--- src/hw/rtl/whph_ram.sv ---
// Generic single-write, single-read RAM with registered read data.
`timescale 1ns / 1ps
module whph_ram #(
	parameter int WIDTH = 8,
	parameter int DEPTH = 16
) (
	input  logic                                  clk,
	input  logic                                  we,
	input  logic [(DEPTH > 1 ? $clog2(DEPTH) : 1)-1:0] waddr,
	input  logic [WIDTH-1:0]                      wdata,
	input  logic [(DEPTH > 1 ? $clog2(DEPTH) : 1)-1:0] raddr,
	output logic [WIDTH-1:0]                      rdata
);
	logic [WIDTH-1:0] mem [DEPTH];

	always_ff @(posedge clk) begin
		if (we) begin
			mem[waddr] <= wdata;
		end
		rdata <= mem[raddr];
	end
endmodule

--- config.mk ---
export PLATFORM = sky130hd
export DESIGN_NAME = whph_ram
export DESIGN_NICKNAME = d
export VERILOG_FILES = /design/src/hw/rtl/whph_ram.sv
export SDC_FILE = /design/constraint.sdc
export NUM_CORES = 1
export LEC_CHECK = 0
export BUFFER_PORTS_ARGS = -buffer_cell sky130_fd_sc_hd__buf_2
export CORE_ASPECT_RATIO = 0.7
export CORE_MARGIN = 2
export CORE_UTILIZATION = 45
export DETAILED_ROUTE_END_ITERATION = 12
export PLACE_DENSITY = 0.66
export SYNTH_ARGS = -nofsm -noshare
export SYNTH_HDL_FRONTEND = slang
export SYNTH_SLANG_ARGS = --single-unit
--- constraint.sdc ---
create_clock -name clk -period 1.75 [get_ports clk]
set_input_delay 0.0875 -clock clk [delete_from_list [all_inputs] [get_ports clk]]
set_output_delay 0.0875 -clock clk [all_outputs]
set_load 0.01 [all_outputs]
Yosys cells after proc, flatten, opt, wreduce, memory -nomap -nowiden
Memory sizes are Yosys's and may differ from the RTL's. A register that Yosys moved wholly into a read port is not among the register bits.
Index checks and enable logic that the tools add are counted.
W data, S select, Z words.
{ "totals": {"register_bits": 0, "word_cells": 3, "mem_bits_ro": 0, "mem_bits_rw": 128, "latchBits": 0, "mem_count": 1} }
{ "memory_table": {"columns": ["name", "words", "width", "rd", "rd_clocked_by_memory_dff", "write_ports", "line_no", "text"], "rows": [
  ["mem", 16, 8, 1, 1, 1, "14", "logic [WIDTH-1:0] mem [DEPTH];"]
]} }
{ "op_classes": {"bitwise": 0, "multipliers": 0, "shift": 0, "reduce_logical": 0, "add_sub_neg": 0, "mux": 2, "magnitude_cmp": 0, "div_mod_pow": 0, "n_eq_ne": 0} }
{ "op_table": {"columns": ["op", "n"], "rows": [
  ["$mux W1", 2]
]} }

Logic depth before layout (Yosys ltp)
Gate-level depths: netlist of the first run.
{ "logic_depth": {"depth_word": 2, "depth_mapped": 5} }

Worst setup path before layout of the first run
Ideal clock, no wire load.
{ "synth_timing": {"path_kind": "input-to-reg", "from": "input waddr[2] (netlist bit)", "to": "memory mem[0][0], enable pin", "required_time_ns": 1.367, "arrival_time_ns": 1.197, "stages": 2, "slack_ns": 0.170, "path_cell_list": "or3b_2 nor3_1"} }
{ "synth_rtl": {"columns": ["element", "line_no", "text"], "rows": [
  ["start, declared", "9", "input logic [(DEPTH > 1 ? $clog2(DEPTH) : 1)-1:0] waddr,"],
  ["end, declared", "14", null]
]} }
Straight into the memory's write port.

==> flow_summary_export.csv, run 1 <==
group,metric,value,unit
yosys,synth-simple-area-share,3.18,%
yosys,synthDistinctLibCells,19,
die,fp.dieArea,12300,sq um
sta,finClkSkew,0.00410,ns
clocking,htree_levels,4,
global_routing,grt_usage,17.3,%
yosys,synth_top_family_by_area,"multiplexers",
routing,wirelength,9710,um
die,die_x,132,um
sta,worst_slack,0.429,ns
global_routing,grt_pass1_vias,2385,
run_status,run_status,"finished, final reports clean",
setup_path,worstSetupStartpointType,"register",
clocking,cts_tree,"done",
setup_path,worstPathRequired,2.04,ns
yosys,synth_nets,247,
sta,setup_tns,0,ns
die,start_util,46.4,%
clocking,clock_sinks,136,
sta,clock.fmax,757,MHz
routing,drt_iter0_drc,247,
place,dp_slack,0.243,ns
clocking,clock_path_buffers,2,
global_routing,grt.overflow.total,0,
die,core_area,11100,sq um
cells_and_area,fin_util,55.3,%
yosys,synth_compound_area_share,2.33,%
global_routing,grt_pass1_wl,14700,um
clocking,insertion_delay,0.41,ns
clocking,cts_buffers,17,
setup_path,end_kind,"register",
yosys,yosys_warnings,0,
clocking,cts_setup_buffers,0,
yosys,ys_seq_elements,136,
clocking,clk_pin_slew,0.06,ns
routing,wire_per_inst,21.5,um
sta,fin_crit,1.32,ns
place,place.gp.congestion,0.759,
cells_and_area,diodes,0,
place,dp.cells,419,
yosys,synth_adder_area_share,0,%
power,vdd_drop_max,0.759,mV
yosys,synth_xor_area_share,0,%
cells_and_area,drive_above_1_share,32.6,%
clocking,cts_resized,0,
yosys,synth_area_leaders,"edfxtp_1 (75%), mux4_2 (7.9%), mux4_1 (7.1%)",
routing,viasPerCell,5.34,
setup_path,worstSetupPathType,"register to register",
yosys,muxShareOfSynthArea,15.0,%
die,rows,32,
cells_and_area,layoutNonFillerInstCount,451,
power,leakage,0.00209,uW
yosys,synth_top_cell_by_area,"edfxtp_1",
sta,finalSetupViolCount,0,
sta,max_slew_margin,73.9,%
power,power_density,1200,nW/um^2
yosys,synth_top_area_share,74.7,%
sta,tightestPinTransition,0.392,ns
clocking,cts_hold_buf,0,
routing,drcViolationCount,0,
routing,vias,2409,
flow_run,cap_violations,0,
hold_path,min-delay-path-class,"primary input to register",
die,io_pins,26,
cells_and_area,nFillCells,837,
place,dpl.hpwl,6400,um
routing,first_pass_iters,6,
setup_path,cp_max_fo,1,
sta,drv_slew,0,
yosys,synth_area,5150,sq um
cells_and_area,syn_to_final_growth,19.1,%
global_routing,grt_max_degree,25,
die,die_h,93.5,um
yosys,synth_cells,229,
clocking,root_buffer,"clkbuf_16",
setup_path,arrival,1.61,ns
yosys,avgSynthCellArea,22.5,sq um
routing,drtAntennaViolNets,0,
place,port-buffer-count,25,
sta,hold_viol,0,
global_routing,antenna_found_initial,0,
yosys,seq_area_frac_synth,77.8,%
sta,finalCritPeriodShare,75.5,%
sta,rsz0062_at_grt,"false",
cells_and_area,num-nets-final,303,
layout by cell type (no fill, tap or decap):
cell / n
mux4_2: 18
and2_1: 1
nor3_1: 4
or3b_2: 1
clkinvlp_4: 4
nand2_1: 9
bufinv_16: 2
and2b_1: 1
nor2_1: 13
buf_2: 25
nor2b_1: 1
nand3b_1: 2
nand3_1: 1
mux4_1: 14
clkinv_2: 7
buf_4: 20
edfxtp_1: 128
a22oi_1: 16
clkbuf_1: 1
clkbuf_16: 17
nand2b_1: 2
dfxtp_1: 8
buf_12: 2
clkinv_4: 1
cell families after synthesis:
logic type	after synthesis
flip-flops	136
buffers and inverters	10
multiplexers	32
AO/OA/AOI/OAI	16
AND/OR/NAND/NOR	35
where the power goes:
group	leakage, uW	switching [uW]	internal [uW]	total, uW
Sequential	0.00122	22.6	3640	3670
Combinational	0.000595	193	151	344
Clock	0.000271	1260	2070	3340
layer usage:
layer  routed length, um  global-route usage [%]  up-vias
met5                   0                       0        -
met4                  95                    6.07        0
met3                 675                    5.69        8
met2                4420                    24.0       85
met1                4520                    25.6     1228
li1                    -                       -     1088
final cells by class:
class                      instances  area [sq um]  area share (%)
sequential                       136          4000            65.3
multi-input combinational         83          1060            17.2
clock buffer                      18           429            7.00
timing repair buffer              47           315            5.14
tap                              153           191            3.12
clock inverter                    14           134            2.18
registers in the layout (all words and copies together), names as in the netlist:
register	cells
mem	128
rdata	8
stage by stage:
stage          power [uW]  hold slack, ns  cell area [sq um]
2_1_floorplan        3920           0.186               5150
3_3_place_gp         4070           0.473               5570
3_5_place_dp         4080           0.486               5570
4_1_cts              7410          0.0521               6130
5_1_grt              7590          0.0683               6130
6_report             7350          0.0588               6130
synthesized netlist by cell type:
cell type / n
a22oi_1: 16
and2_1: 1
and2b_1: 1
buf_2: 3
buf_4: 1
buf_6: 3
clkdlybuf4s25_2: 3
dfxtp_1: 8
edfxtp_1: 128
mux4_1: 14
mux4_2: 18
nand2_1: 9
nand2b_1: 2
nand3_1: 1
nand3b_1: 2
nor2_1: 13
nor2b_1: 1
nor3_1: 4
or3b_2: 1
final timing paths:
path               from         to  slack [ns]  cells after the start
max           mem[1][2]   rdata[2]        0.43                      3
min            wdata[5]  mem[9][5]        0.06                      1
max reg2reg   mem[1][2]   rdata[2]        0.43                      3
min reg2reg  mem[12][2]   rdata[2]        0.67                      3
critical path: stages, from the launching register on:
cell and delay [ns]:
edfxtp_1 0.35, mux4_1 0.50, a22oi_1 0.27, nand2_1 0.08
(Power assumes the default switching activity.)
==> run 2, diff against run 1 <==
Settings changed: ABC_AREA set to 1, PLACE_DENSITY 0.66 to 0.65.
Clock period 1.75 ns to 1.3 ns, I/O delays scaled along.
==> run 2 against run 1 <==
Non-clock buffer count rose by 8. Routed wire length up 36%. Via count is 61% higher. Final cell count increased by 72%. Cell area grew 10%. Worst hold slack worse by 0.028 ns. Clock power grew 34%. Critical path type is now register to output pin.
==> flow_summary_export.csv, run 2 <==
group,metric,value,unit
sta,worst_slack,0.326,ns
cells_and_area,nFillCells,1082,
clocking,insertion_delay,0.42,ns
die,start_util,46.3,%
yosys,synth_cells,551,
setup_path,cp_max_fo,1,
routing,met1_length,5950,um
cells_and_area,drive_above_1_share,13.5,%
cells_and_area,layoutNonFillerInstCount,776,
sta,hold_viol,0,
power,leakage,0.00295,uW
place,place.gp.congestion,0.835,
power,power_switching,2160,uW
sta,finClkSkew,0.00615,ns
power,power_frac_comb,6.2,%
cells_and_area,syn_to_final_growth,17.1,%
sta,finalCritPeriodShare,74.9,%
place,port-buffer-count,25,
power,power_frac_seq,49.2,%
yosys,seq_area_frac_synth,69.4,%
cells_and_area,fin_util,54.2,%
yosys,synth_area,5770,sq um
run_status,run_status,"finished, final reports clean",
global_routing,grt.overflow.total,0,
power,report.power.total,10000,uW
die,die_h,98.7,um
sta,drv_slew,0,
hold_path,min-delay-path-class,"primary input to register",
setup_path,arrival,0.91,ns
cells_and_area,mostFrequentLayoutCells,"nand2_1 (173), edfxtp_1 (128), inv_1 (100), nand3_1 (97), buf_4 (26)",
routing,wire_per_inst,17.0,um
yosys,synth_most_common_cell,"nand2_1",
clocking,cts_tree,"done",
routing,vias,3889,
die,fp.dieArea,13800,sq um
place,dp.cells,744,
global_routing,antenna_found_initial,1,
routing,maxUsedRoutingLayer,"met4",
sta,clock.fmax,1030,MHz
clocking,htree_levels,4,
setup_path,path_buf_inv,1,
power,p_sw_share,21.5,%
global_routing,grt_max_degree,35,
yosys,synth-edff-count,128,
power,vdd_drop_max,0.964,mV
setup_path,crit_family,"flip-flops",
cells_and_area,num-nets-final,619,
die,core_area,12500,sq um
sta,rsz0062_at_grt,"false",
clocking,cts_setup_buffers,0,
sta,tightestPinTransition,0.355,ns
cells_and_area,regMostFlops,"mem",
power,power_density,1490,nW/um^2
yosys,synth_top_cell_by_area,"edfxtp_1",
clocking,clock_sinks,136,
clocking,clk_pin_slew,0.05,ns
yosys,synth_top_area_share,66.7,%
power,pwr-share-clk,44.6,%
cells_and_area,reg_top3,"mem x128, rdata x8",
yosys,async_reset_ff_share,0,%
sta,fin_crit,0.974,ns
clocking,cts_buffers,17,
cells_and_area,layout_commonest_cell,"nand2_1",
setup_path,crit_chain,"buf_2",
routing,first_pass_iters,6,
yosys,synthDistinctLibCells,12,
yosys,synth-main-ff-cell,"edfxtp_1",
global_routing,grt_pass1_wl,20700,um
setup_path,worstSetupPathType,"register to output pin",
sta,setup_tns,0,ns
routing,drt_iter0_drc,393,
yosys,synth_nets,569,
yosys,ys_seq_elements,136,
setup_path,end_kind,"output pin",
die,io_pins,26,
power,p_int,7880,uW
clocking,cts_resized,0,
setup_path,worstSetupStartpointType,"register",
routing,wl_met3,893,um
routing,viasPerCell,5.01,
routing,drtAntennaViolNets,0,
die,die_x,139,um
sta,max_slew_margin,76.3,%
routing,wirelength,13200,um
global_routing,grt_pass1_vias,3784,
yosys,yosys_warnings,0,
die,rows,34,
routing,drcViolationCount,0,
setup_path,slowest_delay,0.35,ns
clocking,clock_path_buffers,2,
flow_run,cap_violations,0,
clocking,cts_hold_buf,0,
setup_path,crit_slowest_cell,"dfxtp_1",
yosys,synth_area_leaders,"edfxtp_1 (67%), nand2_1 (11%), nand3_1 (8.4%)",
yosys,avgSynthCellArea,10.5,sq um
place,dp_slack,0.151,ns
global_routing,grt_usage,20.4,%
routing,met2_length,6090,um
sta,finalSetupViolCount,0,
place,dpl.hpwl,8490,um
clocking,root_buffer,"clkbuf_16",
cells_and_area,largest_reg_flops,128,
yosys,yosys-top-cells-count,"nand2_1 (173), edfxtp_1 (128), inv_1 (100), nand3_1 (97), nor2_1 (17)",
setup_path,worstPathRequired,1.24,ns
-- run 2: power by group through the flow --
stage	Sequential, uW	Clock, uW	Combinational [uW]
final	4930	4480	620
after global routing	4940	4760	688
after floorplan	5030	0	346
after CTS	4940	4530	623
after global placement	5020	0	603
after detailed placement	5030	0	618
-- run 2: layout make-up --
cell class | count | area (sq um) | share of cell area (%)
multi-input combinational | 289 | 1210 | 18.0
clock inverter | 11 | 108 | 1.59
clock buffer | 20 | 437 | 6.47
tap | 162 | 203 | 3.00
antenna | 1 | 2.50 | 0.0371
timing repair buffer | 55 | 400 | 5.93
inverter | 102 | 383 | 5.67
sequential | 136 | 4000 | 59.3
-- run 2: final timing paths --
check	start	to	slack (ns)	cells after the start
worst max-delay path	rdata[3]	rdata[3]	0.33	1
worst min-delay path	raddr[3]	rdata[2]	0.03	3
worst max register to register	mem[7][6]	rdata[6]	0.33	6
worst min register to register	mem[2][1]	rdata[1]	0.66	6
-- run 2: kinds of logic (layout without fill, tap and decap cells) --
| logic type | Yosys count | after routing | synth area share (%) |
|---|---|---|---|
| flops | 136 | 136 | 69.4 |
| other cells | 0 | 1 | 0 |
| buf+inv | 126 | 188 | 9.52 |
| simple gates | 289 | 289 | 21.0 |
-- run 2: per-stage QoR --
step	hold slack (ns)	area (sq um)
after floorplan	0.164	5770
after global placement	0.450	6200
after detailed placement	0.457	6200
after CTS	0.0230	6750
after global routing	0.0360	6750
final	0.0309	6750
-- run 2: routing by layer --
metal / vias up / track usage (%)
met5: - / 0
met4: 0 / 7.07
li1: 1875 / -
met2: 132 / 31.6
met1: 1859 / 28.0
met3: 23 / 5.69
-- run 2: worst register-to-register path: stages (launching register included) --
cell      delay (ns)
edfxtp_1        0.36
inv_1           0.07
nand2_1         0.04
nand3_1         0.10
nand3_1         0.10
nand3_1         0.11
nand2_1         0.07
