**src/hw/rtl/whph_pkg.sv**
```systemverilog
// Shared types and constants for the windowed path-length histogram.
`timescale 1ns / 1ps
package whph_pkg;

	localparam int CFG_W   = 20;
	localparam int IDX_W   = 3;
	localparam int COORD_W = 20;
	localparam int STEP_LW = 21;  // step length width
	localparam int ACC_W   = 42;  // shift-subtract unit numerator / quotient width
	localparam int REM_W   = 26;  // partial remainder width
	localparam int DIV_W   = 20;  // divisor width
	localparam int CNT_W   = 6;   // iteration counter width

	localparam logic [CNT_W-1:0] SQRT_STEPS = CNT_W'(ACC_W / 2);

	localparam logic [IDX_W-1:0] REG_BOX_WIDTH      = 3'd0;
	localparam logic [IDX_W-1:0] REG_BOX_HEIGHT     = 3'd1;
	localparam logic [IDX_W-1:0] REG_BIN_WIDTH      = 3'd2;
	localparam logic [IDX_W-1:0] REG_WINDOW_FRAMES  = 3'd3;
	localparam logic [IDX_W-1:0] REG_PARTICLE_COUNT = 3'd4;

	typedef struct packed {
		logic [COORD_W-1:0] pos_x;
		logic [COORD_W-1:0] pos_y;
	} in_t;

	typedef struct packed {
		logic [23:0] frame_number;
		logic [5:0]  bin_index;
		logic [16:0] fraction;
		logic        last_bin;
	} out_t;

	typedef struct packed {
		logic             start;
		logic             is_sqrt;
		logic [CNT_W-1:0] steps;
	} unit_cmd_t;

endpackage

```
**src/hw/rtl/whph_unit.sv**
```systemverilog
// Shared shift-subtract unit: integer square root (2 bits/step) or division (1 bit/step).
`timescale 1ns / 1ps
module whph_unit import whph_pkg::*; (
	input  logic             clk,
	input  logic             arst_n,
	input  unit_cmd_t        cmd,
	input  logic [ACC_W-1:0] num,
	input  logic [DIV_W-1:0] divisor,
	output logic             done,
	output logic [ACC_W-1:0] quo
);
	logic             busy_q, sqrt_q, done_q;
	logic [CNT_W-1:0] cnt_q;
	logic [ACC_W-1:0] num_q, quo_q;
	logic [REM_W-1:0] rem_q, div_q;
	logic [REM_W-1:0] sh, trial;
	logic             ge;

	always_comb begin
		if (sqrt_q) begin
			sh    = {rem_q[REM_W-3:0], num_q[ACC_W-1 -: 2]};
			trial = {quo_q[REM_W-3:0], 2'b01};
		end else begin
			sh    = {rem_q[REM_W-2:0], num_q[ACC_W-1]};
			trial = div_q;
		end
		ge = (sh >= trial);
	end

	always_ff @(posedge clk or negedge arst_n) begin
		if (!arst_n) begin
			busy_q <= 1'b0;
			done_q <= 1'b0;
			cnt_q  <= '0;
		end else begin
			done_q <= 1'b0;
			if (cmd.start) begin
				busy_q <= 1'b1;
				cnt_q  <= cmd.steps;
			end else if (busy_q) begin
				cnt_q <= cnt_q - 1'b1;
				if (cnt_q == CNT_W'(1)) begin
					busy_q <= 1'b0;
					done_q <= 1'b1;
				end
			end
		end
	end

	always_ff @(posedge clk) begin
		if (cmd.start) begin
			sqrt_q <= cmd.is_sqrt;
			num_q  <= num;
			div_q  <= REM_W'(divisor);
			rem_q  <= '0;
			quo_q  <= '0;
		end else if (busy_q) begin
			rem_q <= ge ? (sh - trial) : sh;
			quo_q <= {quo_q[ACC_W-2:0], ge};
			num_q <= sqrt_q ? {num_q[ACC_W-3:0], 2'b00} : {num_q[ACC_W-2:0], 1'b0};
		end
	end

	assign done = done_q;
	assign quo  = quo_q;
endmodule

```
**config.mk**
```make
export PLATFORM = sky130hd
export DESIGN_NAME = whph_unit
export DESIGN_NICKNAME = d
export VERILOG_FILES = /design/src/hw/rtl/whph_pkg.sv /design/src/hw/rtl/whph_unit.sv
export SDC_FILE = /design/constraint.sdc
export NUM_CORES = 1
export LEC_CHECK = 0
export ABC_AREA = 1
export BUFFER_PORTS_ARGS = -buffer_cell sky130_fd_sc_hd__buf_4
export CAP_MARGIN = 20
export CORE_MARGIN = 2
export CORE_UTILIZATION = 40
export CTS_CLUSTER_DIAMETER = 60
export DETAILED_ROUTE_END_ITERATION = 10
export PLACE_DENSITY = 0.64
export SLEW_MARGIN = 20
export SYNTH_ARGS = -nofsm -noshare
export SYNTH_HDL_FRONTEND = slang
export SYNTH_SLANG_ARGS = --single-unit
```
**constraint.sdc**
```tcl
create_clock -name clk -period 3.3 [get_ports clk]
set_input_delay 0.33 -clock clk [delete_from_list [all_inputs] [get_ports clk]]
set_output_delay 0.33 -clock clk [all_outputs]
set_load 0.02 [all_outputs]
```
-- Word-level counts from Yosys, hierarchy flattened
Index checks and enable logic that the tools add are counted.
- register bits: 138
- input bits: 72
- output and inout port bits: 43
- logic and storage cells: 27
- $add $sub $neg: 2
- magnitude comparators: 1
- equal/unequal tests: 1
- mux-type cells: 14
- reductions and logical operators: 1
- operators with widths (kind ; number):
    42-bit two-way mux ; 3
    26-bit two-way mux ; 2
    26-bit >= comparator ; 1
    25-bit two-way mux ; 1
    25-bit subtractor ; 1
    6-bit two-way mux ; 2
    6-bit by 1-bit == test with 1-bit output, second input constant ; 1
    1-bit two-way mux ; 6
    6-bit by 1-bit subtractor with 6-bit output, second input constant ; 1
    2-bit nonzero test ; 1

-- Logic depth before layout (Yosys ltp)
Gate-level depths: netlist (run 1).
- depth after elaboration: 4
- mapped depth: 20
- mapped depth without buffers: 19

-- Worst setup path after synthesis (run 1)
OpenSTA, ideal clock, no wires.
- path type: register to register
- start: register sqrt_q
- end: register rem_q[6]
- library setup time: 113 ps
- arrival: 2461 ps
- data required time: 3187 ps
- setup slack: 726 ps
- stages on the path, launching flop included: 18
- cell sequence: edfxtp_1 -> buf_2 -> clkbuf_1 -> clkbuf_1 -> nand2_1 -> o21ai_0 -> ha_1 -> nand2_2 -> inv_2 -> a21oi_2 -> nand2_1 -> a21oi_4 -> nand3_4 -> buf_8 -> nand2_1 -> nand2_1 -> nand2_1 -> nand2_1
- word-level cells in the longest chain between the ends: 3
- ends and longest elaborated chain (what ; RTL line ; RTL):
    start: declaration ; whph_unit.sv:12 ; logic busy_q, sqrt_q, done_q;
    start signal: assignment ; whph_unit.sv:52 ; sqrt_q <= cmd.is_sqrt;
    26-bit two-way mux ; whph_unit.sv:20 ; if (sqrt_q) begin
    25-bit subtractor / 26-bit >= comparator (equally long branches) ; whph_unit.sv:58, whph_unit.sv:27 ;
    25-bit two-way mux * ; whph_unit.sv:58 ; rem_q <= ge ? (sh - trial) : sh;
    end signal: assignment ; whph_unit.sv:58 ;
    end: declaration ; whph_unit.sv:15 ; logic [REM_W-1:0] rem_q, div_q;
Every way passes the cells marked *; elsewhere a longest branch is shown, timed or not.
A chain may end at the register's enable or synchronous reset.

-- Final worst setup path (run 1)
- start: register sqrt_q
- end: register rem_q[16]
Same word-level chain as after synthesis.

==> summary.txt, run 1 <==
Outcome
  • Status: finished, final reports clean

Detailed routing
  • M1 WL: 9.93 mm
  • First-pass DRT Iterations: 5
  • Vias/cell: between 5 and 6
  • Met3 routed wirelength: 1.04 mm
  • Initial DRC count: 573
  • Met2 WL post-DR: 9.83 mm
  • Vias: 7573
  • Highest metal used: met4
  • ANT nets after route: 0
  • Drt wl/cell: 14.3 um
  • Total routed wirelength: roughly 21 mm
  • # DRC: 0

Setup path
  • Levels on crit path: 13
  • Slowest Stage Delay on Critical Path: 0.53 ns
  • Required time of the critical path: 3.61 ns
  • Crit-path max FO: 18
  • Crit-path cells: inv_1, buf_4, or2_2, o21ai_0, fa_1, nand3b_1, nand3_2, nand3_4, nand3_4, buf_4, nand2_1, nand3_1, nand2_1
  • Worst Path Class, Setup: reg -> reg
  • Arr. time, crit path: roughly 3.3 ns
  • RR Endpoint: rem_q[16]
  • Worst r2r src: sqrt_q
  • CP Launch Type: register
  • Worst reg-to-reg setup slack: 0.34 ns
  • Cell family with most CP delay: simple AND/OR/NAND/NOR gates
  • Buffers & Inverters on Critical Path: 3
  • Critical path's slowest cell: fa_1
  • Reg2reg path depth: 13
  • Crit. End Element: register

Placed design
  • HPWL after DPL: 14.9 mm
  • Port Buffer Count: between 100 and 150
  • Placement Cell Area: slightly above 9000 um^2
  • DP Worst Slack: 0.386 ns
  • Gpl congestion: 0.959

Floorplanning
  • Rows: 51
  • Die height: 145 um
  • Initial core utilization: 41.0%
  • Die width: 145 um
  • IO Pins: 115
  • Die area: around 21000 um^2
  • Core Area: 19500 um^2

Logic synthesis
  • Syn Inst Count: 1106
  • Avg Cell Area, Syn: roughly 7.2 um^2
  • Sequential area share after synthesis: 42.9%
  • Netlist cell types: 40
  • Yosys Warn Count: 0
  • Syn Nets: 1207
  • Ys async rst share: 5.80%
  • EDFF count, synth: 63
  • Proportion of netlist area held by the largest area contributor: a little under a quarter
  • Number of synthesized register bits: roughly 140
  • Mapped Area: approximately 8000 um^2
  • Synth area leader: edfxtp_1
  • Synth top area cells: edfxtp_1 24%, nand2_1 18%, dfxtp_1 17%
  • Most numerous cell in the Yosys netlist: nand2_1
  • Prevailing post-synth register cell: dfxtp_1
  • Top cells by instance count after synthesis: 375 x nand2_1, 137 x inv_1, 94 x a21oi_1

CTS
  • Worst-path clk slew: approximately 0.060 ns
  • CTS tree: yes
  • Post-CTS Resized: 0
  • Clock sink total: 138
  • Root Buffer: clkbuf_16
  • H-Tree Depth: 4
  • Num CTS Buffers: 17
  • Max Root-Sink Buffers: 2
  • Clock Latency Late Sink: approximately 0.43 ns

Pwr
  • Leak: 4.57 nW
  • Peak supply drop: between 0.4 and 0.5 mV
  • PwrDens: 708 nW/um^2
  • Total power: 6.86 mW

Timing
  • Layout Skew: 0.0202 ns
  • Fin. Hold Viols: 0
  • Fin. max-slew vios: 0
  • Final period utilization: approximately nine tenths
  • Max Freq: 0.337 GHz
  • Finish-stage setup viols: 0
  • Min Tclk post-route: 2.96 ns
  • Final worst slack: 0.336 ns
  • Worst-margin pin slew: 0.838 ns
  • Slew HR: 44.1%
  • Post-Route Setup TNS: 0 ns
  • RSZ-0062 raised after global routing: false

GRT
  • Total global routing overflow: 0
  • GRT Total Usage: 19.6%
  • Vias in the first global route: 6920
  • First-pass GRT wire length: 34.1 mm
  • Largest net degree at the start of global routing: 94
  • Initial antenna violation count: 0

Finish
  • NumNets Final: 1304
  • FILL cells: just under 2000
  • Fraction of layout cells with a size suffix above 1: between 10% and 20%
  • Finished layout cell area: around 9700 um^2
  • P&R area growth vs syn: 21.1%
  • Diodes inserted: 0

Worst hold path
  • WHS Endpoint: div_q[5]
  • Worst hold stages: 1
  • Hold WC Path Type: in -> reg
  • Hold_sp: divisor[5]

Job
  • Max-capacitance violation count: 0
-- report_power, final --
| part | total (mW) | internal [mW] | switching [mW] |
|---|---|---|---|
| sequential | 2.19 | 2.05 | 0.145 |
| clock | 1.86 | 1.11 | 0.747 |
| combinational | 2.80 | 0.984 | 1.82 |
| total | 6.86 | 4.14 | 2.71 |
-- layout make-up --
type | count | area [um^2] | share of cell area (%)
Multi-Input combinational cell | 774 | 3810 | 39.4
Sequential cell | 138 | 3430 | 35.5
Timing Repair Buffer | 129 | 996 | 10.3
Inverter | 143 | 537 | 5.54
Clock buffer | 18 | 429 | 4.43
Tap cell | 265 | 332 | 3.42
Clock inverter | 14 | 145 | 1.50
-- cell usage in the layout (no fill, tap or decap), types with 17 or more instances in the layout --
cell type / netlist / final
nand2_1: 375 / 375
inv_1: 137 / 137
buf_4: 0 / 126
a21oi_1: 94 / 94
nor2_1: 73 / 71
dfxtp_1: 67 / 67
edfxtp_1: 63 / 63
o21ai_0: 44 / 44
o22ai_1: 40 / 40
nand3_1: 33 / 33
nand4_1: 31 / 31
ha_1: 28 / 28
clkbuf_16: 0 / 17
-- worst reg2reg max path: cells and delay by family, from the launching register on --
kind | cells | cell delay, ns
AND/OR/NAND/NOR | 8 | 0.93
buffers and inverters | 3 | 0.79
adder cells (fa/ha/maj) | 1 | 0.53
flip-flops | 1 | 0.44
AO/OA/AOI/OAI | 1 | 0.16
-- sequential cells by signal, summed over array words and instances (netlist names) --
signal  flops
busy_q      1
cnt_q       6
div_q      20
done        1
num_q      42
quo        42
rem_q      25
sqrt_q      1
-- worst max-delay path by stage --
stage | start | to | slack (ns)
after detailed placement | sqrt_q | rem_q[16] | 0.39
final | sqrt_q | rem_q[16] | 0.34
after floorplan | sqrt_q | rem_q[6] | 0.73
after global routing | sqrt_q | rem_q[2] | 0.13
after CTS | sqrt_q | rem_q[16] | 0.36
after global placement | sqrt_q | rem_q[1] | 0.45
-- cells by family after synthesis --
family / share of synthesized area, %
AO/OA/AOI/OAI: 13.3
XOR/XNOR: 1.42
adder cells (fa/ha/maj): 4.63
buffers and inverters: 9.46
flip-flops: 42.9
multiplexers: 0.125
AND/OR/NAND/NOR: 28.1
-- what timing repair did --
action | 4_1_cts | 5_1_grt
hold buffers | 1 | 0
setup buffers | 0 | 0
hold endpoints to repair | 8 | 0
endpoints found under the setup margin | 0 | 0
-- layer usage --
metal	up-vias	global-route usage, %
li1	3802	-
met4	0	6.23
met2	227	31.4
met1	3513	27.2
met5	-	0
met3	31	3.48
-- through the flow --
| step | hold WS (ns) | util (%) | cells |
|---|---|---|---|
| 6_report | 0.0782 | 49.6 | 1481 |
| 5_1_grt | 0.0683 | 49.6 | 1481 |
| 4_1_cts | 0.0688 | 49.6 | 1481 |
| 3_5_place_dp | 0.155 | 46.6 | 1448 |
| 3_3_place_gp | 0.157 | 46.6 | 1448 |
| 2_1_floorplan | 0.0344 | - | 1106 |
No activity file was read; power rests on OpenSTA's default activity.
==> inputs of run 2 (changes only) <==
--- a/config.mk
+++ b/config.mk
@@ -12,7 +12,6 @@
 export CORE_UTILIZATION = 40
 export CTS_CLUSTER_DIAMETER = 60
 export DETAILED_ROUTE_END_ITERATION = 10
-export PLACE_DENSITY = 0.64
 export SLEW_MARGIN = 20
 export SYNTH_ARGS = -nofsm -noshare
 export SYNTH_HDL_FRONTEND = slang
==> summary.txt, run 2 (synthesis gave the netlist of run 1 again) <==
GRT
  • Vias in the first global route: 7026 (was 6920)
  • Initial antenna violation count: 0 (unchanged)
  • Met1 global-route usage: 30.1% (was 27.2%)
  • Largest net degree at the start of global routing: 91 (was 94)
  • Met3 Usage GRT: 4.55% (was 3.48%)
  • GRT Total Usage: 21.0% (was 19.6%)
  • First-pass GRT wire length: 36.0 mm (was 34.1 mm)
  • Total global routing overflow: 0 (unchanged)
  • Met2 usage: 32.6% (was 31.4%)
  • Gr busiest metal: met2 (unchanged)

Floorplanning
  • Die height: 145 um (unchanged)
  • Die width: 145 um (unchanged)
  • Rows: 51 (unchanged)
  • Initial core utilization: 41.0% (unchanged)
  • IO Pins: 115 (unchanged)
  • Die area: 21100 um^2 (unchanged)
  • Core Area: 19500 um^2 (unchanged)

Finish
  • Commonest non-fill, non-tap cell in the layout: nand2_1 (unchanged)
  • Most frequent cells in the layout: 375 x nand2_1, 136 x inv_1, 132 x buf_4, 94 x a21oi_1, 71 x nor2_1 (was 375 x nand2_1, 137 x inv_1, 126 x buf_4, 94 x a21oi_1, 71 x nor2_1)
  • Fraction of layout cells with a size suffix above 1: 15.8% (was 15.2%)
  • Finished layout cell area: 9710 um^2 (was 9680 um^2)
  • FILL cells: 2049 (was 1951)
  • NumNets Final: 1309 (was 1304)
  • P&R area growth vs syn: 21.4% (was 21.1%)
  • Diodes inserted: 0 (unchanged)
  • Finished Core Util: 49.7% (was 49.6%)

Timing
  • Max Freq: 0.330 GHz (was 0.337 GHz)
  • RSZ-0062 raised after global routing: false (unchanged)
  • Layout Skew: 0.0105 ns (was 0.0202 ns)
  • Worst-margin pin slew: 0.776 ns (was 0.838 ns)
  • Slew HR: 48.2% (was 44.1%)
  • Fin. Hold Viols: 0 (unchanged)
  • Final worst slack: 0.269 ns (was 0.336 ns)
  • Finish-stage setup viols: 0 (unchanged)
  • Min Tclk post-route: 3.03 ns (was 2.96 ns)
  • Fin. max-slew vios: 0 (unchanged)
  • Final period utilization: 91.8% (was 89.8%)
  • Post-Route Setup TNS: 0 ns (unchanged)

Placed design
  • Port Buffer Count: 114 (unchanged)
  • Placement Cell Area: 9130 um^2 (was 9100 um^2)
  • DP Worst Slack: 0.330 ns (was 0.386 ns)
  • Gpl congestion: 0.909 (was 0.959)
  • HPWL after DPL: 15.7 mm (was 14.9 mm)

CTS
  • Max Root-Sink Buffers: 2 (unchanged)
  • Clock sink total: 138 (unchanged)
  • H-Tree Depth: 4 (unchanged)
  • Worst-path clk slew: 0.07 ns (was 0.06 ns)
  • Post-CTS setup buffers: 0 (unchanged)
  • Root Buffer: clkbuf_16 (unchanged)
  • Post-CTS Resized: 0 (unchanged)
  • Num CTS Buffers: 17 (unchanged)
  • CTS tree: yes (unchanged)
  • Clock Latency Late Sink: 0.43 ns (about the same)

Detailed routing
  • # DRC: 0 (unchanged)
  • Vias: 7514 (was 7573)
  • Initial DRC count: 579 (was 573)
  • Drt wl/cell: 14.7 um (was 14.3 um)
  • Total routed wirelength: 21.8 mm (was 21.2 mm)
  • ANT nets after route: 0 (unchanged)
  • Vias/cell: 5.06 (was 5.11)
  • First-pass DRT Iterations: 5 (unchanged)

Setup path
  • Required time of the critical path: 3.62 ns (was 3.61 ns)
  • CP Launch Type: register (unchanged)
  • Crit-path max FO: 90 (was 18)
  • Worst r2r src: sqrt_q (unchanged)
  • Worst reg-to-reg setup slack: 0.27 ns (was 0.34 ns)
  • Worst Path Class, Setup: reg -> reg (unchanged)
  • Crit. End Element: register (unchanged)
  • Arr. time, crit path: 3.35 ns (was 3.27 ns)
  • Setup crit start: sqrt_q (unchanged)

Worst hold path
  • Hold_sp: divisor[12] (was divisor[5])
  • Hold WC Path Type: in -> reg (unchanged)

Outcome
  • Status: finished, final reports clean (unchanged)

Pwr
  • PwrDens: 713 nW/um^2 (was 708 nW/um^2)
  • Leak: 4.59 nW (was 4.57 nW)
  • Peak supply drop: 0.420 mV (was 0.421 mV)

Job
  • Max-capacitance violation count: 0 (unchanged)
[run 2: path summary, 6_finish.rpt]
path | to | cells past startpoint
hold reg to reg | rem_q[16] | 2
setup / recovery | rem_q[12] | 17
setup reg to reg | rem_q[12] | 17
hold / removal | div_q[12] | 1
max in group asynchronous | cnt_q[0] | 2
min in group asynchronous | cnt_q[2] | 2
[run 2: stage by stage]
step / cells / hold WS, ns / total power, mW
2_1_floorplan: 1106 / 0.0344 / 4.31
3_3_place_gp: 1453 / 0.154 / 5.04
3_5_place_dp: 1453 / 0.157 / 5.05
4_1_cts: 1486 / 0.0689 / 6.93
5_1_grt: 1486 / 0.0601 / 7.45
6_report: 1486 / 0.0864 / 6.92
[run 2: where the power goes]
group	total [mW]	internal [mW]	switching (mW)
sequential	2.19	2.05	0.143
combinational	2.87	0.998	1.87
clock	1.86	1.07	0.794
[run 2: timing repair]
| action | 4_1_cts | 5_1_grt |
|---|---|---|
| hold endpoints to repair | 8 | 0 |
| setup endpoints to repair | 0 | 0 |
| hold buffers | 1 | 0 |
[run 2: layout make-up]
type | count | area [um^2] | share of cell area, %
Multi-Input combinational cell | 774 | 3810 | 39.3
Clock inverter | 12 | 98.8 | 1.02
Timing Repair Buffer | 134 | 1020 | 10.5
Inverter | 143 | 537 | 5.53
Sequential cell | 138 | 3430 | 35.3
Tap cell | 265 | 332 | 3.41
Clock buffer | 20 | 479 | 4.93
[run 2: critical path: stages, from the launching register on]
cell and delay (ns):
edfxtp_1 0.44, buf_12 0.25, o21ai_0 0.33, inv_1 0.08, ha_1 0.41, nand2_2 0.13, inv_1 0.06, nand2_1 0.06
nand3_1 0.09, nand2_1 0.07, nand2_1 0.08, a21oi_4 0.16, nand3_4 0.23, buf_4 0.26, nand2_1 0.07, nand2_1 0.04
nand2_1 0.05, nand2_1 0.06
[run 2: metal layers]
layer / wire length (um) / share of wire (%)
met5: 0 / 0
met4: 206 / 0.95
met3: 1290 / 5.9
met2: 9980 / 46
met1: 10300 / 47
==> inputs of run 3 (changes only) <==
--- a/config.mk
+++ b/config.mk
@@ -12,6 +12,7 @@
 export CORE_UTILIZATION = 40
 export CTS_CLUSTER_DIAMETER = 60
 export DETAILED_ROUTE_END_ITERATION = 10
+export RECOVER_POWER = 100
 export SLEW_MARGIN = 20
 export SYNTH_ARGS = -nofsm -noshare
 export SYNTH_HDL_FRONTEND = slang
==> summary.txt, run 3 (synthesis gave the netlist of run 1 again) <==
GRT
  • Initial antenna violation count: 0 (unchanged)
  • Largest net degree at the start of global routing: 91 (unchanged)
  • Total global routing overflow: 0 (unchanged)
  • First-pass GRT wire length: 36.0 mm (unchanged)
  • Vias in the first global route: 7026 (unchanged)
  • GRT Total Usage: 21.0% (unchanged)

Pwr
  • Leak: 4.38 nW (was 4.59 nW)
  • PwrDens: 726 nW/um^2 (was 713 nW/um^2)
  • Peak supply drop: 0.417 mV (was 0.420 mV)

Setup path
  • Arr. time, crit path: 3.35 ns (about the same)
  • Crit-path cells: buf_12, o21ai_0, inv_1, ha_1, nand2_2, inv_1, nand2_1, nand3_1, nand2_1, nand2_1, a21oi_4, nand3_4, buf_4, nand2_1, nand2_1, nand2_1, nand2_1 (unchanged)
  • CP Launch Type: register (unchanged)
  • Cell family with most CP delay: simple AND/OR/NAND/NOR gates (unchanged)
  • Crit-path max FO: 90 (unchanged)
  • Crit. End Element: register (unchanged)
  • Critical path's slowest cell: edfxtp_1 (unchanged)
  • Slowest Stage Delay on Critical Path: 0.44 ns (about the same)
  • Worst Path Class, Setup: reg -> reg (unchanged)
  • Buffers & Inverters on Critical Path: 4 (unchanged)
  • Top cell by count, worst path: nand2_1 (unchanged)
  • Required time of the critical path: 3.61 ns (was 3.62 ns)

Detailed routing
  • Highest metal used: met4 (unchanged)
  • # DRC: 0 (unchanged)
  • Vias: 7512 (was 7514)
  • ANT nets after route: 0 (unchanged)
  • Initial DRC count: 550 (was 579)
  • M1 WL: 10.4 mm (was 10.3 mm)
  • Met3 routed wirelength: 1.22 mm (was 1.29 mm)
  • First-pass DRT Iterations: 5 (unchanged)
  • Vias/cell: 5.06 (about the same)
  • Total routed wirelength: 21.8 mm (about the same)
  • Met2 WL post-DR: 9.93 mm (was 9.98 mm)
  • Drt wl/cell: 14.7 um (about the same)

CTS
  • CTS tree: yes (unchanged)
  • Post-CTS setup buffers: 0 (unchanged)
  • Clock sink total: 138 (unchanged)
  • Max Root-Sink Buffers: 2 (unchanged)
  • H-Tree Depth: 4 (unchanged)
  • Num CTS Buffers: 17 (unchanged)
  • Root Buffer: clkbuf_16 (unchanged)
  • Worst-path clk slew: 0.07 ns (about the same)
  • Clock Latency Late Sink: 0.42 ns (was 0.43 ns)

Finish
  • Finished layout cell area: 9520 um^2 (was 9710 um^2)
  • FILL cells: 2090 (was 2049)
  • Reg area: 3430 um^2 (unchanged)
  • NumNets Final: 1309 (unchanged)
  • P&R area growth vs syn: 19.1% (was 21.4%)
  • Area of the multi-input gates: 3810 um^2 (about the same)
  • Most frequent cells in the layout: 375 x nand2_1, 138 x inv_1, 94 x a21oi_1, 73 x nor2_1, 67 x dfxtp_1 (was 375 x nand2_1, 136 x inv_1, 132 x buf_4, 94 x a21oi_1, 71 x nor2_1)
  • Fraction of layout cells with a size suffix above 1: 11.5% (was 15.8%)
  • Diodes inserted: 0 (unchanged)
  • Commonest non-fill, non-tap cell in the layout: nand2_1 (unchanged)

Timing
  • Finish-stage setup viols: 0 (unchanged)
  • Final period utilization: 91.9% (was 91.8%)
  • Layout Skew: 0.0112 ns (was 0.0105 ns)
  • Max Freq: 0.330 GHz (about the same)
  • Worst-margin pin slew: 1.49 ns (was 0.776 ns)
  • Fin. max-slew vios: 0 (unchanged)
  • Post-Route Setup TNS: 0 ns (unchanged)
  • Final hold slack: 0.110 ns (was 0.0864 ns)
  • Min Tclk post-route: 3.03 ns (about the same)
  • RSZ-0062 raised after global routing: false (unchanged)
  • Slew HR: 0.993% (was 48.2%)
  • Fin. Hold Viols: 0 (unchanged)

Placed design
  • Placement Cell Area: 9130 um^2 (unchanged)
  • HPWL after DPL: 15.7 mm (unchanged)
  • Gpl congestion: 0.909 (unchanged)
  • Port Buffer Count: 114 (unchanged)

Floorplanning
  • Die height: 145 um (unchanged)
  • Die width: 145 um (unchanged)
  • Initial core utilization: 41.0% (unchanged)
  • Core Area: 19500 um^2 (unchanged)
  • Die area: 21100 um^2 (unchanged)
  • Rows: 51 (unchanged)
  • IO Pins: 115 (unchanged)

Worst hold path
  • Hold WC Path Type: in -> reg (unchanged)

Outcome
  • Status: finished, final reports clean (unchanged)

Job
  • Max-capacitance violation count: 0 (unchanged)
[run 3: cell count changes in the layout (fill, tap and decap cells not counted)]
cell / change
nor2_2: -2
clkbuf_2: +2
clkbuf_1: +48
nor2_1: +2
buf_4: -70
inv_2: -2
clkbuf_4: +20
inv_1: +2
[run 3: timing repair]
item	in CTS	in global routing
hold endpoints to repair	8	0
gates resized for setup	0	0
hold buffers	1	0
[run 3: final cells by class]
class | instances | share of cell area, %
Multi-Input combinational cell | 774 | 40.0
Sequential cell | 138 | 36.1
Timing Repair Buffer | 134 | 8.78
Inverter | 143 | 5.64
Clock buffer | 20 | 5.03
Tap cell | 265 | 3.48
Clock inverter | 12 | 1.04
[run 3: path summary, 6_finish.rpt]
| check | endpoint | slack, ns | cells after the start | start |
|---|---|---|---|---|
| max | rem_q[9] | 0.27 | 17 | sqrt_q |
| min in group asynchronous | cnt_q[2] | 0.37 | 2 | arst_n |
| max in group asynchronous | cnt_q[0] | 2.61 | 2 | arst_n |
| max reg2reg | rem_q[9] | 0.27 | 17 | sqrt_q |
| min reg2reg | rem_q[14] | 0.45 | 2 | rem_q[14] |
| min | div_q[18] | 0.11 | 1 | divisor[18] |
[run 3: layer usage]
metal | track usage (%) | up-vias
li1 | - | 3812
met1 | 30.1 | 3457
met2 | 32.6 | 230
met3 | 4.55 | 13
met4 | 4.75 | 0
met5 | 0 | -
[run 3: stage by stage]
step / util, % / power (mW) / setup slack (ns) / instances
floorplan: - / 4.31 / 0.726 / 1106
global placement: 46.7 / 5.04 / 0.415 / 1453
detailed placement: 46.7 / 5.05 / 0.330 / 1453
CTS: 49.7 / 6.93 / 0.315 / 1486
global route: 48.8 / 7.44 / 0.0482 / 1486
finish: 48.8 / 6.91 / 0.266 / 1486
[run 3: report_power, final]
part | switching (mW) | total (mW) | leakage [nW] | internal, mW
Combinational | 1.87 | 2.86 | 2.82 | 0.984
Clock | 0.796 | 1.87 | 0.281 | 1.07
Sequential | 0.142 | 2.19 | 1.28 | 2.05
Total | 2.81 | 6.91 | 4.38 | 4.10
[run 3: worst reg2reg max path, stage by stage (launching register included)]
cell,delay (ns)
edfxtp_1,0.44
buf_12,0.25
o21ai_0,0.35
inv_1,0.08
ha_1,0.42
nand2_2,0.13
inv_1,0.06
nand2_1,0.06
nand3_1,0.09
nand2_1,0.07
nand2_1,0.08
a21oi_4,0.16
nand3_4,0.23
buf_4,0.27
nand2_1,0.07
nand2_1,0.05
nand2_1,0.05
nand2_1,0.05
